[src/fsc_pkg.sv]
// Package for the file signature classifier: constants, signature tables, shared types.
`timescale 1ns / 1ps
`default_nettype none

package fsc_pkg;

    // Default number of start positions scanned for the Office marker
    localparam int SCAN_STARTS_DEF = 512;

    // Office marker length and depth of the recent-byte history
    localparam int MARK_LEN = 11;
    localparam int RECENT_N = MARK_LEN - 1;

    // Prefix signature lengths
    localparam int LEN_PDF  = 7;
    localparam int LEN_7Z   = 5;
    localparam int LEN_VMDK = 8;
    localparam int LEN_PNG  = 8;

    // Prefix signatures, element 0 is the byte at offset 0 (unused tail is zero)
    localparam logic [7:0][7:0] SIG_PDF  =
        {8'h00, 8'h2E, 8'h31, 8'h2D, 8'h46, 8'h44, 8'h50, 8'h25};
    localparam logic [7:0][7:0] SIG_7Z   =
        {8'h00, 8'h00, 8'h00, 8'h27, 8'hAF, 8'hBC, 8'h7A, 8'h37};
    localparam logic [7:0][7:0] SIG_VMDK =
        {8'h00, 8'h00, 8'h00, 8'h01, 8'h56, 8'h4D, 8'h44, 8'h4B};
    localparam logic [7:0][7:0] SIG_PNG  =
        {8'h0A, 8'h1A, 8'h0A, 8'h0D, 8'h47, 8'h4E, 8'h50, 8'h89};

    // Office marker "_Types].xml", element 0 is the first character
    localparam logic [MARK_LEN-1:0][7:0] SIG_OFFICE =
        {8'h6C, 8'h6D, 8'h78, 8'h2E, 8'h5D, 8'h73, 8'h65, 8'h70, 8'h79, 8'h54, 8'h5F};

    // Bit positions in the alive vector
    localparam int AL_PDF  = 0;
    localparam int AL_7Z   = 1;
    localparam int AL_VMDK = 2;
    localparam int AL_PNG  = 3;

    // Bit positions in the enable mask
    localparam int EN_PDF    = 0;
    localparam int EN_OFFICE = 1;
    localparam int EN_7Z     = 2;
    localparam int EN_VMDK   = 3;
    localparam int EN_PNG    = 4;

    localparam logic [4:0] ENABLE_RESET = 5'd31;

    // Reported type codes
    typedef enum logic [2:0] {
        FT_NONE   = 3'd0,
        FT_PDF    = 3'd1,
        FT_OFFICE = 3'd2,
        FT_7Z     = 3'd3,
        FT_VMDK   = 3'd4,
        FT_PNG    = 3'd5
    } t_file_type;

    // Result handed from the scan stage to the output register
    typedef struct packed {
        logic       valid;
        t_file_type file_type;
    } t_scan_res;

endpackage

`default_nettype wire

[src/fsc_if.sv]
// Channel interfaces of the file signature classifier: byte input, type output, config write.
`timescale 1ns / 1ps
`default_nettype none

interface fsc_byte_if;
    logic       valid;
    logic       ready;
    logic [7:0] data_byte;
    logic       is_last;

    modport source (output valid, output data_byte, output is_last, input ready);
    modport sink   (input valid, input data_byte, input is_last, output ready);
endinterface

interface fsc_type_if;
    logic       valid;
    logic       ready;
    logic [2:0] file_type;

    modport source (output valid, output file_type, input ready);
    modport sink   (input valid, input file_type, output ready);
endinterface

interface fsc_cfg_if;
    logic       valid;
    logic       ready;
    logic [4:0] enable_mask;

    modport source (output valid, output enable_mask, input ready);
    modport sink   (input valid, input enable_mask, output ready);
endinterface

`default_nettype wire

[src/fsc_scan.sv]
// Scan stage: per-buffer match state, signature checks and type priority.
`timescale 1ns / 1ps
`default_nettype none

module fsc_scan
    import fsc_pkg::*;
#(
    parameter int SCAN_STARTS = SCAN_STARTS_DEF
) (
    input  wire logic       i_clk,
    input  wire logic       i_rst_n,
    input  wire logic       i_accept,
    input  wire logic [7:0] i_data_byte,
    input  wire logic       i_is_last,
    input  wire logic [4:0] i_enable_mask,
    output t_scan_res       o_res
);

    // Position saturates one past the last byte that can end a marker
    localparam int POS_LIMIT = SCAN_STARTS + MARK_LEN - 1;
    localparam int POS_W     = $clog2(POS_LIMIT + 1);

    logic [POS_W-1:0]         r_pos, n_pos;
    logic [3:0]               r_alive, n_alive;
    logic [RECENT_N-1:0][7:0] r_recent, n_recent;
    logic                     r_office, n_office;

    logic       in_window;
    logic       office_hit;
    t_file_type code;

    // Update of the match state for the byte at hand
    always_comb begin
        in_window  = (r_pos < POS_W'(POS_LIMIT));
        office_hit = (r_pos >= POS_W'(RECENT_N)) &&
                     (r_recent == SIG_OFFICE[RECENT_N-1:0]) &&
                     (i_data_byte == SIG_OFFICE[MARK_LEN-1]);

        n_pos    = r_pos;
        n_alive  = r_alive;
        n_recent = r_recent;
        n_office = r_office;

        if (in_window) begin
            if (r_pos < POS_W'(LEN_PDF) && SIG_PDF[r_pos[2:0]] != i_data_byte) begin
                n_alive[AL_PDF] = 1'b0;
            end
            if (r_pos < POS_W'(LEN_7Z) && SIG_7Z[r_pos[2:0]] != i_data_byte) begin
                n_alive[AL_7Z] = 1'b0;
            end
            if (r_pos < POS_W'(LEN_VMDK) && SIG_VMDK[r_pos[2:0]] != i_data_byte) begin
                n_alive[AL_VMDK] = 1'b0;
            end
            if (r_pos < POS_W'(LEN_PNG) && SIG_PNG[r_pos[2:0]] != i_data_byte) begin
                n_alive[AL_PNG] = 1'b0;
            end
            if (office_hit) begin
                n_office = 1'b1;
            end
            n_recent = {i_data_byte, r_recent[RECENT_N-1:1]};
            n_pos    = r_pos + POS_W'(1);
        end
    end

    // Priority: pdf, office, 7z, vmdk, png, from the state after this byte
    always_comb begin
        if (i_enable_mask[EN_PDF] && n_alive[AL_PDF] && n_pos >= POS_W'(LEN_PDF)) begin
            code = FT_PDF;
        end else if (i_enable_mask[EN_OFFICE] && n_office) begin
            code = FT_OFFICE;
        end else if (i_enable_mask[EN_7Z] && n_alive[AL_7Z] && n_pos >= POS_W'(LEN_7Z)) begin
            code = FT_7Z;
        end else if (i_enable_mask[EN_VMDK] && n_alive[AL_VMDK] &&
                     n_pos >= POS_W'(LEN_VMDK)) begin
            code = FT_VMDK;
        end else if (i_enable_mask[EN_PNG] && n_alive[AL_PNG] &&
                     n_pos >= POS_W'(LEN_PNG)) begin
            code = FT_PNG;
        end else begin
            code = FT_NONE;
        end
    end

    assign o_res.valid     = i_accept && i_is_last;
    assign o_res.file_type = code;

    // State registers; the last byte of a buffer returns them to reset values
    always_ff @(posedge i_clk) begin
        if (!i_rst_n) begin
            r_pos    <= '0;
            r_alive  <= 4'hF;
            r_recent <= '0;
            r_office <= 1'b0;
        end else if (i_accept) begin
            if (i_is_last) begin
                r_pos    <= '0;
                r_alive  <= 4'hF;
                r_recent <= '0;
                r_office <= 1'b0;
            end else begin
                r_pos    <= n_pos;
                r_alive  <= n_alive;
                r_recent <= n_recent;
                r_office <= n_office;
            end
        end
    end

    // Position never runs past its saturation point
    a_pos_limit: assert property (@(posedge i_clk) disable iff (!i_rst_n)
        r_pos <= POS_W'(POS_LIMIT))
        else $error("fsc_scan: byte position beyond limit");

    // End of buffer clears the state
    a_clear_on_last: assert property (@(posedge i_clk) disable iff (!i_rst_n)
        i_accept && i_is_last |=> r_pos == '0 && !r_office && r_alive == 4'hF)
        else $error("fsc_scan: state not cleared after last byte");

    // A byte inside the window advances the position by one
    a_pos_step: assert property (@(posedge i_clk) disable iff (!i_rst_n)
        i_accept && !i_is_last && r_pos < POS_W'(POS_LIMIT)
        |=> r_pos == $past(r_pos) + POS_W'(1))
        else $error("fsc_scan: byte position did not advance");

endmodule

`default_nettype wire

[src/fsc_out_reg.sv]
// Output register holding one result type code until the sink takes it.
`timescale 1ns / 1ps
`default_nettype none

module fsc_out_reg
    import fsc_pkg::*;
(
    input  wire logic       i_clk,
    input  wire logic       i_rst_n,
    input  wire t_scan_res  i_res,
    input  wire logic       i_ready,
    output logic            o_valid,
    output logic [2:0]      o_file_type,
    output logic            o_room
);

    logic       r_valid;
    logic [2:0] r_type;

    // Free when empty or when the held result leaves in this cycle
    assign o_room      = !r_valid || i_ready;
    assign o_valid     = r_valid;
    assign o_file_type = r_type;

    always_ff @(posedge i_clk) begin
        if (!i_rst_n) begin
            r_valid <= 1'b0;
        end else if (i_res.valid) begin
            r_valid <= 1'b1;
        end else if (i_ready) begin
            r_valid <= 1'b0;
        end
    end

    // Payload, no reset
    always_ff @(posedge i_clk) begin
        if (i_res.valid) begin
            r_type <= i_res.file_type;
        end
    end

    // A new result never lands on a stalled one
    a_no_overwrite: assert property (@(posedge i_clk) disable iff (!i_rst_n)
        r_valid && !i_ready |-> !i_res.valid)
        else $error("fsc_out_reg: result overwritten while stalled");

    // A stalled result is held unchanged
    a_hold: assert property (@(posedge i_clk) disable iff (!i_rst_n)
        r_valid && !i_ready |=> r_valid && $stable(r_type))
        else $error("fsc_out_reg: stalled result changed");

    // A taken result with nothing behind it empties the register
    a_drain: assert property (@(posedge i_clk) disable iff (!i_rst_n)
        r_valid && i_ready && !i_res.valid |=> !r_valid)
        else $error("fsc_out_reg: result delivered twice");

endmodule

`default_nettype wire

[src/file_signature_classifier_core.sv]
// Top level of the file signature classifier: channels, enable register, scan and output stages.
// The type code is valid in the cycle after the transaction carrying the last byte.
// Throughput: one byte per cycle; the byte input stalls only while a finished
//   result sits in the output register and the sink is not ready.
// The scan stage updates its match state and decides the type code in the same cycle.
// Reset (synchronous, active low) clears buffer state and output valid flag, mask to all ones.
`timescale 1ns / 1ps
`default_nettype none

module file_signature_classifier_core
    import fsc_pkg::*;
#(
    parameter int SCAN_STARTS = SCAN_STARTS_DEF
) (
    input  wire logic  i_clk,
    input  wire logic  i_rst_n,
    fsc_byte_if.sink   i_byte,
    fsc_cfg_if.sink    i_cfg,
    fsc_type_if.source o_type
);

    logic [4:0] r_enable_mask;
    logic       room;
    logic       accept;
    t_scan_res  scan_res;

    // Byte transaction
    assign i_byte.ready = room;
    assign accept       = i_byte.valid && room;

    // Enable mask register, written at any time
    assign i_cfg.ready = 1'b1;

    always_ff @(posedge i_clk) begin
        if (!i_rst_n) begin
            r_enable_mask <= ENABLE_RESET;
        end else if (i_cfg.valid) begin
            r_enable_mask <= i_cfg.enable_mask;
        end
    end

    fsc_scan #(
        .SCAN_STARTS (SCAN_STARTS)
    ) u_scan (
        .i_clk         (i_clk),
        .i_rst_n       (i_rst_n),
        .i_accept      (accept),
        .i_data_byte   (i_byte.data_byte),
        .i_is_last     (i_byte.is_last),
        .i_enable_mask (r_enable_mask),
        .o_res         (scan_res)
    );

    fsc_out_reg u_out (
        .i_clk       (i_clk),
        .i_rst_n     (i_rst_n),
        .i_res       (scan_res),
        .i_ready     (o_type.ready),
        .o_valid     (o_type.valid),
        .o_file_type (o_type.file_type),
        .o_room      (room)
    );

endmodule

`default_nettype wire
[src/flat_wrapper.sv]
// flat-port wrapper written by rule: the top's interface ports become plain ports
module file_signature_classifier_core_flat import fsc_pkg::*;
#(
    parameter int SCAN_STARTS = SCAN_STARTS_DEF
)
  (i_clk, i_rst_n, i_byte_valid, i_byte_data_byte, i_byte_is_last, i_byte_ready, i_cfg_valid, i_cfg_enable_mask, i_cfg_ready, o_type_valid, o_type_file_type, o_type_ready);
  fsc_byte_if i_byte_i ();
  fsc_cfg_if i_cfg_i ();
  fsc_type_if o_type_i ();
  input  wire logic i_clk;
  input  wire logic i_rst_n;
  input wire logic [$bits(i_byte_i.valid)-1:0] i_byte_valid;
  input wire logic [$bits(i_byte_i.data_byte)-1:0] i_byte_data_byte;
  input wire logic [$bits(i_byte_i.is_last)-1:0] i_byte_is_last;
  output wire logic [$bits(i_byte_i.ready)-1:0] i_byte_ready;
  input wire logic [$bits(i_cfg_i.valid)-1:0] i_cfg_valid;
  input wire logic [$bits(i_cfg_i.enable_mask)-1:0] i_cfg_enable_mask;
  output wire logic [$bits(i_cfg_i.ready)-1:0] i_cfg_ready;
  output wire logic [$bits(o_type_i.valid)-1:0] o_type_valid;
  output wire logic [$bits(o_type_i.file_type)-1:0] o_type_file_type;
  input wire logic [$bits(o_type_i.ready)-1:0] o_type_ready;
  assign i_byte_i.valid = i_byte_valid;
  assign i_byte_i.data_byte = i_byte_data_byte;
  assign i_byte_i.is_last = i_byte_is_last;
  assign i_byte_ready = i_byte_i.ready;
  assign i_cfg_i.valid = i_cfg_valid;
  assign i_cfg_i.enable_mask = i_cfg_enable_mask;
  assign i_cfg_ready = i_cfg_i.ready;
  assign o_type_valid = o_type_i.valid;
  assign o_type_file_type = o_type_i.file_type;
  assign o_type_i.ready = o_type_ready;
  file_signature_classifier_core #(.SCAN_STARTS(SCAN_STARTS)) u_core (.i_clk(i_clk), .i_rst_n(i_rst_n), .i_byte(i_byte_i), .i_cfg(i_cfg_i), .o_type(o_type_i));
endmodule
[config.mk]
export PLATFORM = sky130hd
export DESIGN_NAME = file_signature_classifier_core_flat
export DESIGN_NICKNAME = d
export VERILOG_FILES = /design/src/fsc_pkg.sv /design/src/fsc_if.sv /design/src/fsc_scan.sv /design/src/fsc_out_reg.sv /design/src/file_signature_classifier_core.sv /design/src/flat_wrapper.sv
export SDC_FILE = /design/constraint.sdc
export NUM_CORES = 1
export LEC_CHECK = 0
export BUFFER_PORTS_ARGS = -buffer_cell sky130_fd_sc_hd__buf_4
export CAP_MARGIN = 20
export CORE_ASPECT_RATIO = 0.5
export CORE_MARGIN = 10
export CORE_UTILIZATION = 50
export CTS_CLUSTER_DIAMETER = 50
export DETAILED_ROUTE_END_ITERATION = 10
export PLACE_DENSITY_LB_ADDON = 0.12
export SYNTH_ARGS = -nofsm -noshare
export SYNTH_HDL_FRONTEND = slang
export SYNTH_SLANG_ARGS = --single-unit
[constraint.sdc]
create_clock -name i_clk -period 3.45 [get_ports i_clk]
set_clock_uncertainty 0.2 [all_clocks]
set_input_delay 0 -clock i_clk [delete_from_list [all_inputs] [get_ports i_clk]]
set_output_delay 0 -clock i_clk [all_outputs]
set_load 0.01 [all_outputs]
==> summary.log <==
INFO  outcome        outcome=finished clean
INFO  final_layout   share_of_cells_above_drive_strength_1=12.62%
INFO  detailed_routing avgRoutedWirePerCell=16.35µm
INFO  detailed_routing first_iter_violations=338
INFO  setup_path     critical_path_arrival=2930ps
INFO  synth          number_of_distinct_library_cells_after_synthesis=72
INFO  sta            timing_hold_violations_final=0
INFO  synth          synthesized_area_fraction_occupied_by_ao_oa_aoi_and_oai_cells=19.30%
INFO  clock_network  cts_post_setup_buffers_inserted=0
INFO  final_layout   final_util=62.07%
INFO  hold_path      min_path_type=in2reg
INFO  grt            globalRouteTotalUtil=16.06%
INFO  floorplan      die_h=93.32µm
INFO  sta            grt_setup_unrepaired=no
INFO  floorplan      core_area=10340µm²
INFO  clock_network  clock_insertion_delay_at_the_later_pin_of_the_skew_report=410ps
INFO  grt            first_global_vias=4071
INFO  floorplan      num_io_pins=25
INFO  synth          synth.avg_cell_area=9.463µm²
INFO  sta            whs=261.1ps
INFO  clock_network  clk_transition_reported_paths=60ps
INFO  floorplan      initial_core_util=51.96%
INFO  power          p_leak=2.439nW
INFO  clock_network  clock_sink_count=128
INFO  place          hpwlAfterDp=7793µm
INFO  grt            grt_remaining_overflow=0
INFO  sta            relSlewSlack=40.97%
INFO  floorplan      die_w=166.6µm
INFO  detailed_routing first_pass_iters=5
INFO  synth          synthCells=568
INFO  detailed_routing drt_wl_total=12270µm
INFO  synth          synth-adder-area-share=2.328%
INFO  synth          synthDominantCellAreaShare=46.55%
INFO  clock_network  clk_root_buffer_cell=clkbuf_16
INFO  sta            fmax=336.3MHz
INFO  clock_network  clock_tree_from_tritoncts=done
INFO  setup_path     start_kind=flop
INFO  detailed_routing drc_violation_count_after_routing=0
INFO  detailed_routing routed_via_density=5.757
INFO  grt            grt_first_pass_wirelength=20680µm
INFO  clock_network  number_of_h_tree_levels=4
INFO  synth          synth-edff-count=3
INFO  synth          synthFlopType=dfxtp_1
INFO  synth          synth-seq-area-share=48.23%
INFO  synth          post_synthesis_share_of_cell_area_spent_on_xor_and_xnor_gates=4.725%
INFO  power          vdd_ir_drop_max=0.0002624V
INFO  synth          synthesized_netlist_net_count=597
INFO  sta            final_max_slew_viol_count=0
INFO  clock_network  numCtsBuffers=17
INFO  synth          mappedNetlistArea=5375µm²
INFO  detailed_routing vias=4318
INFO  clock_network  cts.path.max_buffers=2
INFO  setup_path     worst-path-max-fanout=3
INFO  sta            final.min_clock_period=2974ps
INFO  grt            grt_antenna_before_repair=1
INFO  sta            setup_viol_count_final=0
INFO  synth          ys_async_rst_share=0%
INFO  final_layout   final_cells=750
INFO  sta            tightestPinTransition=885.4ps
INFO  power          power-per-cell-area=531.3nW/µm²
INFO  synth          synth_largest_area_cell=dfxtp_1
INFO  final_layout   finish.net_count=627
INFO  final_layout   area_growth_syn_to_layout=19.46%
INFO  synth          main_combinational_cell_family_by_area_after_synthesis=compound AO/OA/AOI/OAI gates
INFO  setup_path     worst-setup-path-type=reg2reg
INFO  run            maxCapViolCount=0
INFO  floorplan      total_die_area=15550µm²
INFO  power          fin_total_pwr=3.411mW
INFO  synth          ys_ff_latch=128
INFO  setup_path     endpoint_kind=flop
INFO  synth          ys.warnings.count=0
INFO  setup_path     required_time_reported_for_the_critical_path_endpoint=3400ps
INFO  place          port_buffers=23
INFO  sta            min_period_over_period=86.20%
INFO  floorplan      floorplan.rows=26
INFO  synth          synth_area_leaders=dfxtp_1 (47%), a22oi_1 (12%), nor2_1 (7.1%)
INFO  detailed_routing route.antenna.remaining_nets=0
INFO  place          globalplace.congestion=0.8665
INFO  sta            setup_tns=0ps
INFO  place          placed_cells_incl_taps=690
INFO  final_layout   num_antenna_cells=0
INFO  synth          post_synth_mux_area_share=1.955%
INFO  grt            largest_net_degree_at_the_start_of_global_routing=88
INFO  synth          area_share_of_and_or_nand_nor_cells_after_synthesis=18.92%
==> cells in the mapped netlist (all sizes together) (2+ instances only) <==
library cell,number
and2,8
o221ai,2
a21oi,7
or4b,2
nand3,7
ha,10
xor2,14
nor2,103
mux2i,6
nand3b,3
a41oi,2
or3,4
xnor2,15
a211o,2
o21a,4
a211oi,3
o31a,2
a22oi,83
and4b,3
inv,11
nand4b,7
nor4,8
dfxtp,125
and3,3
edfxtp,3
nand2,16
clkbuf,37
nand2b,2
or2,2
nor4bb,3
nand4,10
or4,4
o21bai,2
nor3,2
buf,8
nor4b,4
o31ai,2
o21ai,16
mux2,4
==> critical path, stage by stage (launching register included) <==
cell and delay, ps:
dfxtp_1 320, or4b_1 510, or4_1 490, or4_4 580, a2111oi_4 360, o21a_2 200
o21bai_1 70
==> cells in the final DEF, fill, tap and decap left out, drive strengths merged, types with 5 or more instances in the layout <==
cell type	synthesis	layout
and2	8	8
ha	10	10
buf	8	27
a21oi	7	7
nand4b	7	7
clkinvlp	0	5
mux2i	6	6
o21ai	16	16
dlygate4sd3	0	29
nand2	16	16
clkbuf	37	18
xor2	14	14
nor2	103	103
dfxtp	125	125
inv	11	14
a22oi	83	83
xnor2	15	15
nand4	10	10
nor4	8	8
nand3	7	7
clkinv	1	5
==> power by group <==
group          switching (mW)  internal, mW
combinational           0.126        0.0894
sequential             0.0180          1.51
clock                   0.661          1.00
total                   0.804          2.61
==> final timing paths <==
| check | start | cells past startpoint | slack, ps | endpoint |
|---|---|---|---|---|
| setup / recovery | u_core.u_scan.r_recent[60] | 6 | 480 | u_core.u_out.o_file_type[0] |
| hold / removal | i_byte_data_byte[0] | 4 | 260 | u_core.u_scan.r_recent[72] |
| setup reg to reg | u_core.u_scan.r_recent[60] | 6 | 480 | u_core.u_out.o_file_type[0] |
| hold reg to reg | u_core.u_scan.r_alive[0] | 1 | 270 | u_core.u_scan.r_alive[0] |
==> logic make-up after synthesis <==
family,count (synthesis)
adder cells (fa/ha/maj),10
buffers and inverters,57
other,1
AO/OA/AOI/OAI,138
flip-flops,128
AND/OR/NAND/NOR,195
multiplexers,10
XOR/XNOR,29
==> layer usage <==
layer	routed length (µm)	up-vias	global-route usage, %	share of wire (%)
met5	0	-	0	0
met4	116	0	6.323	0.95
met3	677	11	4.386	5.5
met2	5362	96	23.55	44
met1	6110	2094	21.98	50
li1	-	2117	-	-
==> layout make-up <==
class	instances	area (µm²)
Timing Repair Buffer	56	493.0
Clock inverter	13	115.1
Fill cell	856	3924
Tap cell	140	175.2
Inverter	12	47.55
Clock buffer	18	439.2
Sequential cell	128	2592
Multi-Input combinational cell	383	2559
==> repair_timing <==
action                                  4_1_cts  5_1_grt
hold buffers                                 29        0
endpoints found under the setup margin        0        0
resized for setup                             0        0
endpoints found under the hold margin        42        0
==> through the flow <==
step	area [µm²]	setup WS (ps)
3_3_place_gp	5577	564.9
3_5_place_dp	5577	518.7
5_1_grt	6421	303.9
2_1_floorplan	5375	572.6
6_report	6421	476.0
4_1_cts	6421	485.3
(Power assumes the default switching activity.)
